**src/rtl/ppd_pkg.sv**
```systemverilog
// Shared constants, codes and command/status types for the task dispatcher.
package ppd_pkg;

  localparam int TaskSlots = 16;
  localparam int PriorityLevels = 4;
  localparam int IdW = $clog2(TaskSlots);
  localparam int CntW = $clog2(TaskSlots + 1);
  localparam int PrioW = 2;
  localparam int PcurW = $clog2(PriorityLevels + 1);

  localparam logic [2:0] OP_ADD = 3'd0;
  localparam logic [2:0] OP_ENABLE = 3'd1;
  localparam logic [2:0] OP_FULL = 3'd2;
  localparam logic [2:0] OP_CRIT = 3'd3;
  localparam logic [2:0] OP_DONE = 3'd4;
  localparam logic [2:0] OP_READ = 3'd5;

  localparam logic [2:0] K_RUN = 3'd0;
  localparam logic [2:0] K_FULL_DONE = 3'd1;
  localparam logic [2:0] K_CRIT_DONE = 3'd2;
  localparam logic [2:0] K_REFUSED = 3'd3;
  localparam logic [2:0] K_ADDED = 3'd4;
  localparam logic [2:0] K_ADD_REJ = 3'd5;
  localparam logic [2:0] K_DURATION = 3'd6;
  localparam logic [2:0] K_ACK = 3'd7;

  // Commands from the controller to the datapath.
  typedef struct packed {
    logic add;       // write a new entry at task_count
    logic enable;    // write the enable bit
    logic finish;    // store now and duration at the cursor entry
    logic set_full_now;
    logic set_crit_now;
    logic [IdW-1:0] scan_idx;
  } ppd_cmd_t;

  // Status from the datapath to the controller.
  typedef struct packed {
    logic [CntW-1:0] count;
    logic [PrioW-1:0] prio;
    logic due_full;
    logic due_crit;
  } ppd_stat_t;

endpackage

```
**src/rtl/ppd_datapath.sv**
```systemverilog
// Task table and due-time comparison for the dispatcher.
module ppd_datapath (
  input  logic clk,
  input  logic rst,
  input  ppd_pkg::ppd_cmd_t cmd,
  input  logic [ppd_pkg::IdW-1:0] cur_idx,
  input  logic [ppd_pkg::PrioW-1:0] in_prio,
  input  logic [15:0] in_interval,
  input  logic in_enable,
  input  logic [ppd_pkg::IdW-1:0] in_id,
  input  logic [31:0] in_now,
  input  logic [31:0] in_dur,
  output ppd_pkg::ppd_stat_t stat,
  output logic [31:0] dur_rd
);
  logic [ppd_pkg::PrioW-1:0] task_prio [ppd_pkg::TaskSlots];
  logic [15:0] task_interval [ppd_pkg::TaskSlots];
  logic [31:0] task_last_run [ppd_pkg::TaskSlots];
  logic [31:0] task_duration [ppd_pkg::TaskSlots];
  logic [ppd_pkg::TaskSlots-1:0] task_enabled;
  logic [ppd_pkg::CntW-1:0] count;
  logic [31:0] full_now;
  logic [31:0] crit_now;
  logic [31:0] dfull;
  logic [31:0] dcrit;
  logic [ppd_pkg::IdW-1:0] k;

  assign k = count[ppd_pkg::IdW-1:0];

  always_ff @(posedge clk) begin
    if (rst) begin
      count <= '0;
      task_enabled <= '0;
      for (int i = 0; i < ppd_pkg::TaskSlots; i++) begin
        task_prio[i] <= '0;
        task_interval[i] <= '0;
        task_last_run[i] <= '0;
        task_duration[i] <= '0;
      end
      full_now <= '0;
      crit_now <= '0;
    end else begin
      if (cmd.add) begin
        task_prio[k] <= in_prio;
        task_interval[k] <= in_interval;
        task_last_run[k] <= '0;
        task_duration[k] <= '0;
        task_enabled[k] <= 1'b1;
        count <= count + 1'b1;
      end
      if (cmd.enable) begin
        task_enabled[in_id] <= in_enable;
      end
      if (cmd.finish) begin
        task_last_run[cur_idx] <= in_now;
        task_duration[cur_idx] <= in_dur;
      end
      if (cmd.set_full_now) begin
        full_now <= in_now;
      end
      if (cmd.set_crit_now) begin
        crit_now <= in_now;
      end
    end
  end

  assign dfull = full_now - task_last_run[cmd.scan_idx];
  assign dcrit = crit_now - task_last_run[cmd.scan_idx];

  always_comb begin
    stat.count = count;
    stat.prio = task_prio[cmd.scan_idx];
    stat.due_full = task_enabled[cmd.scan_idx] &&
      ((task_interval[cmd.scan_idx] == 16'd0) || (dfull >= {16'd0, task_interval[cmd.scan_idx]}));
    stat.due_crit = task_enabled[cmd.scan_idx] &&
      ((task_interval[cmd.scan_idx] == 16'd0) || (dcrit >= {16'd0, task_interval[cmd.scan_idx]}));
  end

  assign dur_rd = task_duration[in_id];
endmodule

```
**src/rtl/ppd_control.sv**
```systemverilog
// Opcode decoder and pass scanner state machine for the dispatcher.
module ppd_control (
  input  logic clk,
  input  logic rst,
  input  logic in_valid,
  output logic in_stall,
  input  logic [2:0] opcode,
  input  logic [ppd_pkg::IdW-1:0] in_id,
  output ppd_pkg::ppd_cmd_t cmd,
  output logic [ppd_pkg::IdW-1:0] cur_idx,
  input  ppd_pkg::ppd_stat_t stat,
  input  logic [31:0] dur_rd,
  output logic out_valid,
  input  logic out_stall,
  output logic [2:0] kind,
  output logic [ppd_pkg::IdW-1:0] task_id_res,
  output logic [31:0] duration_us_res,
  output logic did_work
);
  typedef enum logic [1:0] {S_IDLE, S_FULL, S_CRIT} state_t;

  localparam int ScanW = ppd_pkg::IdW + 1;

  state_t state;
  logic full_active;
  logic crit_active;
  logic crit_did_work;
  logic [ppd_pkg::PcurW-1:0] fprio;
  logic [ScanW-1:0] fidx;   // one past the task handed out, then scan position
  logic [ScanW-1:0] cidx;
  logic [ScanW-1:0] scan;
  logic accept;
  logic out_free;
  logic in_range;
  logic [ScanW-1:0] n;

  assign out_free = !out_valid || !out_stall;
  assign in_stall = (state != S_IDLE) || !out_free;
  assign accept = in_valid && !in_stall;
  assign in_range = ({1'b0, in_id} < ScanW'(stat.count));
  assign n = ScanW'(stat.count);
  assign cur_idx = crit_active ? cidx[ppd_pkg::IdW-1:0] - 1'b1 : fidx[ppd_pkg::IdW-1:0] - 1'b1;

  always_comb begin
    cmd.scan_idx = scan[ppd_pkg::IdW-1:0];
    cmd.add = accept && opcode == ppd_pkg::OP_ADD && stat.count < ppd_pkg::CntW'(ppd_pkg::TaskSlots);
    cmd.enable = accept && opcode == ppd_pkg::OP_ENABLE && in_range;
    cmd.finish = accept && opcode == ppd_pkg::OP_DONE && (crit_active || full_active) &&
      ((crit_active ? cidx : fidx) != '0);
    cmd.set_full_now = accept && ((opcode == ppd_pkg::OP_FULL && !full_active) ||
      (opcode == ppd_pkg::OP_DONE && !crit_active && full_active));
    cmd.set_crit_now = accept && ((opcode == ppd_pkg::OP_CRIT && !crit_active) ||
      (opcode == ppd_pkg::OP_DONE && crit_active));
  end

  always_ff @(posedge clk) begin
    if (rst) begin
      state <= S_IDLE;
      full_active <= 1'b0;
      crit_active <= 1'b0;
      crit_did_work <= 1'b0;
      fprio <= '0;
      fidx <= '0;
      cidx <= '0;
      scan <= '0;
      out_valid <= 1'b0;
      kind <= ppd_pkg::K_ACK;
      task_id_res <= '0;
      duration_us_res <= '0;
      did_work <= 1'b0;
    end else begin
      if (out_valid && !out_stall) begin
        out_valid <= 1'b0;
      end
      case (state)
        S_IDLE: begin
          if (accept) begin
            task_id_res <= '0;
            duration_us_res <= '0;
            did_work <= 1'b0;
            case (opcode)
              ppd_pkg::OP_ADD: begin
                out_valid <= 1'b1;
                if (cmd.add) begin
                  kind <= ppd_pkg::K_ADDED;
                  task_id_res <= stat.count[ppd_pkg::IdW-1:0];
                end else begin
                  kind <= ppd_pkg::K_ADD_REJ;
                end
              end
              ppd_pkg::OP_FULL: begin
                if (full_active) begin
                  out_valid <= 1'b1;
                  kind <= ppd_pkg::K_REFUSED;
                end else begin
                  full_active <= 1'b1;
                  fprio <= '0;
                  fidx <= '0;
                  scan <= '0;
                  state <= S_FULL;
                end
              end
              ppd_pkg::OP_CRIT: begin
                if (crit_active) begin
                  out_valid <= 1'b1;
                  kind <= ppd_pkg::K_REFUSED;
                end else begin
                  crit_active <= 1'b1;
                  crit_did_work <= 1'b0;
                  cidx <= '0;
                  scan <= '0;
                  state <= S_CRIT;
                end
              end
              ppd_pkg::OP_DONE: begin
                if (crit_active) begin
                  scan <= cidx;
                  state <= S_CRIT;
                end else if (full_active) begin
                  scan <= fidx;
                  state <= S_FULL;
                end else begin
                  out_valid <= 1'b1;
                  kind <= ppd_pkg::K_ACK;
                end
              end
              ppd_pkg::OP_READ: begin
                out_valid <= 1'b1;
                kind <= ppd_pkg::K_DURATION;
                duration_us_res <= in_range ? dur_rd : 32'd0;
              end
              default: begin
                out_valid <= 1'b1;
                kind <= ppd_pkg::K_ACK;
              end
            endcase
          end
        end
        // One entry is examined per cycle.
        S_FULL: begin
          if (fprio >= ppd_pkg::PcurW'(ppd_pkg::PriorityLevels)) begin
            full_active <= 1'b0;
            fprio <= '0;
            fidx <= '0;
            out_valid <= 1'b1;
            kind <= ppd_pkg::K_FULL_DONE;
            state <= S_IDLE;
          end else if (scan >= n) begin
            fprio <= fprio + 1'b1;
            scan <= '0;
          end else if (ppd_pkg::PcurW'(stat.prio) == fprio && stat.due_full) begin
            fidx <= scan + 1'b1;
            out_valid <= 1'b1;
            kind <= ppd_pkg::K_RUN;
            task_id_res <= scan[ppd_pkg::IdW-1:0];
            state <= S_IDLE;
          end else begin
            scan <= scan + 1'b1;
          end
        end
        S_CRIT: begin
          if (scan >= n) begin
            crit_active <= 1'b0;
            out_valid <= 1'b1;
            kind <= ppd_pkg::K_CRIT_DONE;
            did_work <= crit_did_work;
            state <= S_IDLE;
          end else if (stat.prio == '0 && stat.due_crit) begin
            cidx <= scan + 1'b1;
            crit_did_work <= 1'b1;
            out_valid <= 1'b1;
            kind <= ppd_pkg::K_RUN;
            task_id_res <= scan[ppd_pkg::IdW-1:0];
            state <= S_IDLE;
          end else begin
            scan <= scan + 1'b1;
          end
        end
        default: state <= S_IDLE;
      endcase
    end
  end
endmodule

```
**src/rtl/priority_periodic_task_dispatcher.sv**
```systemverilog
// Top level of the priority periodic task dispatcher.
// Table operations give their registered result in the cycle after the transfer.
// A pass step, full or critical, examines one table entry per cycle.
// One item is in work at a time. Synchronous reset clears the whole table at once.
module priority_periodic_task_dispatcher (
  input  logic clk,
  input  logic rst,
  input  logic in_valid,
  output logic in_stall,
  input  logic [2:0] opcode,
  input  logic [3:0] task_id,
  input  logic [1:0] priority_req,
  input  logic [15:0] interval_ms,
  input  logic enable_flag,
  input  logic [31:0] now_ms,
  input  logic [31:0] duration_us,
  output logic out_valid,
  input  logic out_stall,
  output logic [2:0] kind,
  output logic [3:0] task_id_res,
  output logic [31:0] duration_us_res,
  output logic did_work
);
  ppd_pkg::ppd_cmd_t cmd;
  ppd_pkg::ppd_stat_t stat;
  logic [ppd_pkg::IdW-1:0] cur_idx;
  logic [31:0] dur_rd;

  ppd_control u_ctrl (
    .clk(clk), .rst(rst), .in_valid(in_valid), .in_stall(in_stall),
    .opcode(opcode), .in_id(task_id), .cmd(cmd), .cur_idx(cur_idx),
    .stat(stat), .dur_rd(dur_rd), .out_valid(out_valid), .out_stall(out_stall),
    .kind(kind), .task_id_res(task_id_res), .duration_us_res(duration_us_res),
    .did_work(did_work)
  );

  ppd_datapath u_dp (
    .clk(clk), .rst(rst), .cmd(cmd), .cur_idx(cur_idx), .in_prio(priority_req),
    .in_interval(interval_ms), .in_enable(enable_flag), .in_id(task_id),
    .in_now(now_ms), .in_dur(duration_us), .stat(stat), .dur_rd(dur_rd)
  );

  a_no_accept_busy: assert property (@(posedge clk) disable iff (rst)
    in_valid && !in_stall |=> !(in_valid && !in_stall) || out_valid || in_stall)
    else $error("transfer overlap");
  a_count_bound: assert property (@(posedge clk) disable iff (rst)
    stat.count <= ppd_pkg::CntW'(ppd_pkg::TaskSlots))
    else $error("task count overflow");
  a_did_work_kind: assert property (@(posedge clk) disable iff (rst)
    out_valid && did_work |-> kind == ppd_pkg::K_CRIT_DONE)
    else $error("did_work outside critical done");
endmodule
```
**config.mk**
```make
export PLATFORM = sky130hd
export DESIGN_NAME = priority_periodic_task_dispatcher
export DESIGN_NICKNAME = d
export VERILOG_FILES = /design/src/rtl/ppd_pkg.sv /design/src/rtl/ppd_datapath.sv /design/src/rtl/ppd_control.sv /design/src/rtl/priority_periodic_task_dispatcher.sv
export SDC_FILE = /design/constraint.sdc
export NUM_CORES = 2
export LEC_CHECK = 0
export BUFFER_PORTS_ARGS = -buffer_cell sky130_fd_sc_hd__buf_2
export CAP_MARGIN = 0
export CORE_MARGIN = 5
export CORE_UTILIZATION = 30
export DETAILED_ROUTE_END_ITERATION = 6
export GPL_TIMING_DRIVEN = 0
export PLACE_DENSITY = 0.48
export SLEW_MARGIN = 0
export SYNTH_ARGS = -nofsm -noshare
export SYNTH_HDL_FRONTEND = slang
export SYNTH_SLANG_ARGS = --single-unit
export TNS_END_PERCENT = 5
```
**constraint.sdc**
```tcl
create_clock -name clk -period 21 [get_ports clk]
set_clock_uncertainty 0.15 [all_clocks]
set_input_delay 3.15 -clock clk [delete_from_list [all_inputs] [get_ports clk]]
set_output_delay 3.15 -clock clk [all_outputs]
set_load 0.05 [all_outputs]
```
==> results.toml <==
[grt]
grt-ovfl-total = 0
antenna_found_initial = 21
grt_start_max_net_pins = 44
met3_usage_pct = 3.249
grt_pass1_vias = 45980
grt_usage_pct = 19.81
top_usage_layer = "met2"
grt_pass1_wl_um = 337500
grt.met1_usage_pct = 26.37
grt_use_met2_pct = 32.88

[logic_synthesis]
seq_area_frac_synth_pct = 62.65
netlist_area_mm2 = 0.06778
synth_top_area_cell = "edfxtp_1"
synth-seq-cells = 1465
ys_types = 80
synthesis.nets = 5324
yosys_warnings = 0
synth_edf_count = 1312
netlist_instances = 5111
yosysTopAreaCellShare_pct = 58.13
synthArstFlopShare_pct = 0
syn_avg_cell_area_um2 = 13.26
ys.flop_type = "edfxtp_1"
synthTopCellsByArea = "edfxtp_1 (58%), mux4_2 (13%), nor2_1 (6.2%)"

[outcome]
run_status = "finished, final reports clean"

[final_layout]
nFillCells = 22030
drive_gt1_share_pct = 15.00
seq_area_mm2 = 0.04246
final_nets = 5645
stdcell_area_mm2 = 0.07810
stdcell_count = 8568
area_growth_pct = 15.22
multi_input_area_mm2 = 0.02356

[clocking]
cts.repair.resized = 0
path_clk_slew_ps = 60
numCtsBuffers = 165
cts_tree = "built"
cts_root_buf = "clkbuf_16"
clk_path_buf_depth = 3
clk_latency_ps = 820
postCtsHoldBufs = 0
cts.sinks = 1465
post_cts_buffers = 0
ctsHtreeMaxLevel = 4

[hold_path]
min-delay-start = "u_ctrl.duration_us_res[5]"
holdPathStages = 2
hold_path.class = "flop to flop"
holdPathEnd = "u_ctrl.duration_us_res[5]"

[worst_setup_path]
critPathMaxFanout = 10
crit_path_end_kind = "flop"
reg2reg_to = "u_ctrl.scan[2]"
cp.arrival_ps = 11410
critPathLaunchType = "flop"
rrSetupSlack_ps = 10100
reg2reg_depth = 27
cp.required_ps = 21500
critical_path_class = "flop to flop"

[run]
cap_violations = 0

[routing]
vias_per_cell = 5.260
wire_per_inst_um = 27.72
drtPass1Iterations = 5
routed_wl_um = 237500
drt_iter0_drc = 4684
drc_errors = 0
final_antenna_net_count = 0
vias = 45070

[timing]
fin_setup_tns_ps = 0
fin_ws_ps = 10100
finalSetupViolCount = 0
worst_slew_pin_slew_ps = 1473
slew_headroom_pct = 1.782
report.final.hold_viol_count = 0
period_needed_ps = 10900
min_period_over_period_pct = 51.91
fmax_ghz = 0.09173
maxSlewViolCount = 0
timing.hold.ws_ps = 301.8
rsz0062_at_grt = "no"

[power_and_ir_drop]
switching_share_pct = 34.22
comb_power_share_pct = 31.5
netSwitchingPower_mw = 3.078
ir_worst_vdd_mv = 0.07203
leakage_nw = 25.94
power.internal_mw = 5.917
p_per_area_mw_per_mm2 = 115.2
pwr-share-clk_pct = 31.5
power_frac_seq_pct = 37.0

[placement]
placedInstanceArea_mm2 = 0.07280
pre_cts_ws_ps = 9954
gp_congestion = 0.9036
dp.cells = 8257
port_buffers = 133
dp_hpwl_um = 163700

[floorplan]
fp-row-count = 174
start_util_pct = 30.14
dieArea_mm2 = 0.2355
fp.dieH_um = 485.3
die_x_um = 485.3
ioPinCount = 136
core_mm2 = 0.2249
[state kept, by name, indices dropped and copies added, names as in the netlist, named ones only]
signal and count:
u_dp.full_now 32, u_ctrl.fidx 5, u_ctrl.state 2, u_ctrl.crit_active 1, u_ctrl.scan 5, u_dp.task_last_run 512, u_ctrl.kind 3, u_ctrl.crit_did_work 1
u_dp.count 5, u_ctrl.full_active 1, u_dp.task_duration 512, u_ctrl.fprio 3, u_ctrl.did_work 1, u_dp.task_prio 32, u_ctrl.cidx 5, u_ctrl.out_valid 1
u_dp.crit_now 32, u_ctrl.task_id_res 4, u_dp.task_enabled 16, u_dp.task_interval 256, u_ctrl.duration_us_res 32
[Yosys cell counts, types with 70 or more instances]
cell type / n
ha_1: 117
mux4_2: 399
edfxtp_1: 1312
dfxtp_1: 153
nand2_1: 400
a21oi_1: 222
buf_1: 106
clkbuf_1: 302
nor2_1: 1125
and3_1: 104
o21ai_0: 70
and2_1: 206
[placed cells by master (no fill, tap or decap), drive strengths merged, types with 117 or more instances in the layout]
cell type	synthesis	layout
nand2	400	400
clkbuf	302	519
ha	117	117
buf	121	275
nor2	1127	1127
edfxtp	1312	1312
mux4	399	399
dfxtp	153	153
a21oi	222	222
and2	207	207
[worst max-delay path by stage]
stage / from / endpoint / slack, ps / cells past startpoint
global route: flop / flop / 9720 / 27
detailed placement: flop / flop / 9950 / 27
CTS: flop / flop / 9960 / 27
global placement: opcode[2] / u_dp.task_duration[3][15] / 8690 / 11
floorplan: flop / flop / 13490 / 26
finish: flop / u_ctrl.scan[2] / 10100 / 27
[power groups by stage]
stage,clock network [mW],registers [mW],logic [mW]
finish,2.84,3.32,2.84
global route,3.01,3.33,3.07
CTS,2.88,3.32,2.85
detailed placement,0,3.38,2.84
global placement,0,3.39,2.81
floorplan,0,3.38,1.86
[critical path, stage by stage, from the launching register on]
cell      delay [ps]
dfxtp_1          300
buf_2            380
buf_2            440
buf_2            380
clkbuf_1         810
clkbuf_1         570
buf_1            970
mux4_2           450
mux4_2           590
ha_1             270
fa_1             430
nand2b_1         190
a21oi_1          360
o21ai_0          370
o31ai_1          340
xor2_1           110
ha_1             210
a211oi_1         300
o22ai_1          130
or4_1            510
a211o_1          280
nor4bb_1         320
nand4b_1         150
nor4_2           830
a211o_1          270
buf_2            230
nand3_1          100
a31o_2           300
[cell type report]
cell class / instances / share of cell area, %
inverter: 69 / 0.3316
clock inverter: 86 / 1.110
sequential: 1465 / 54.37
clock buffer: 217 / 5.641
multi-input combinational: 3154 / 30.17
antenna: 8 / 0.02563
buffer: 423 / 2.113
tap: 2992 / 4.793
timing repair buffer: 154 / 1.450
[stage by stage]
stage	util, %	power (mW)
finish	34.73	8.996
global route	34.72	9.411
CTS	34.72	9.057
detailed placement	32.37	6.221
global placement	32.10	6.200
floorplan	-	5.243
[routing by layer]
layer	share of wire [%]	vias up
li1	-	19550
met1	41	23400
met2	48	1758
met3	6.8	368
met4	3.7	2
met5	0.0038	-
[logic make-up (layout without fill, tap and decap cells)]
logic type,count (synthesis),in the layout,share of synthesized area (%)
flops,1465,1465,62.65
other cells,0,8,0
compound gates,513,513,4.818
simple gates,2057,2057,13.35
buf+inv,492,949,2.806
fa+ha+maj,119,119,2.219
mux,414,414,13.49
xor+xnor,51,51,0.6701
Note: power is estimated with default switching activity, not from simulation.
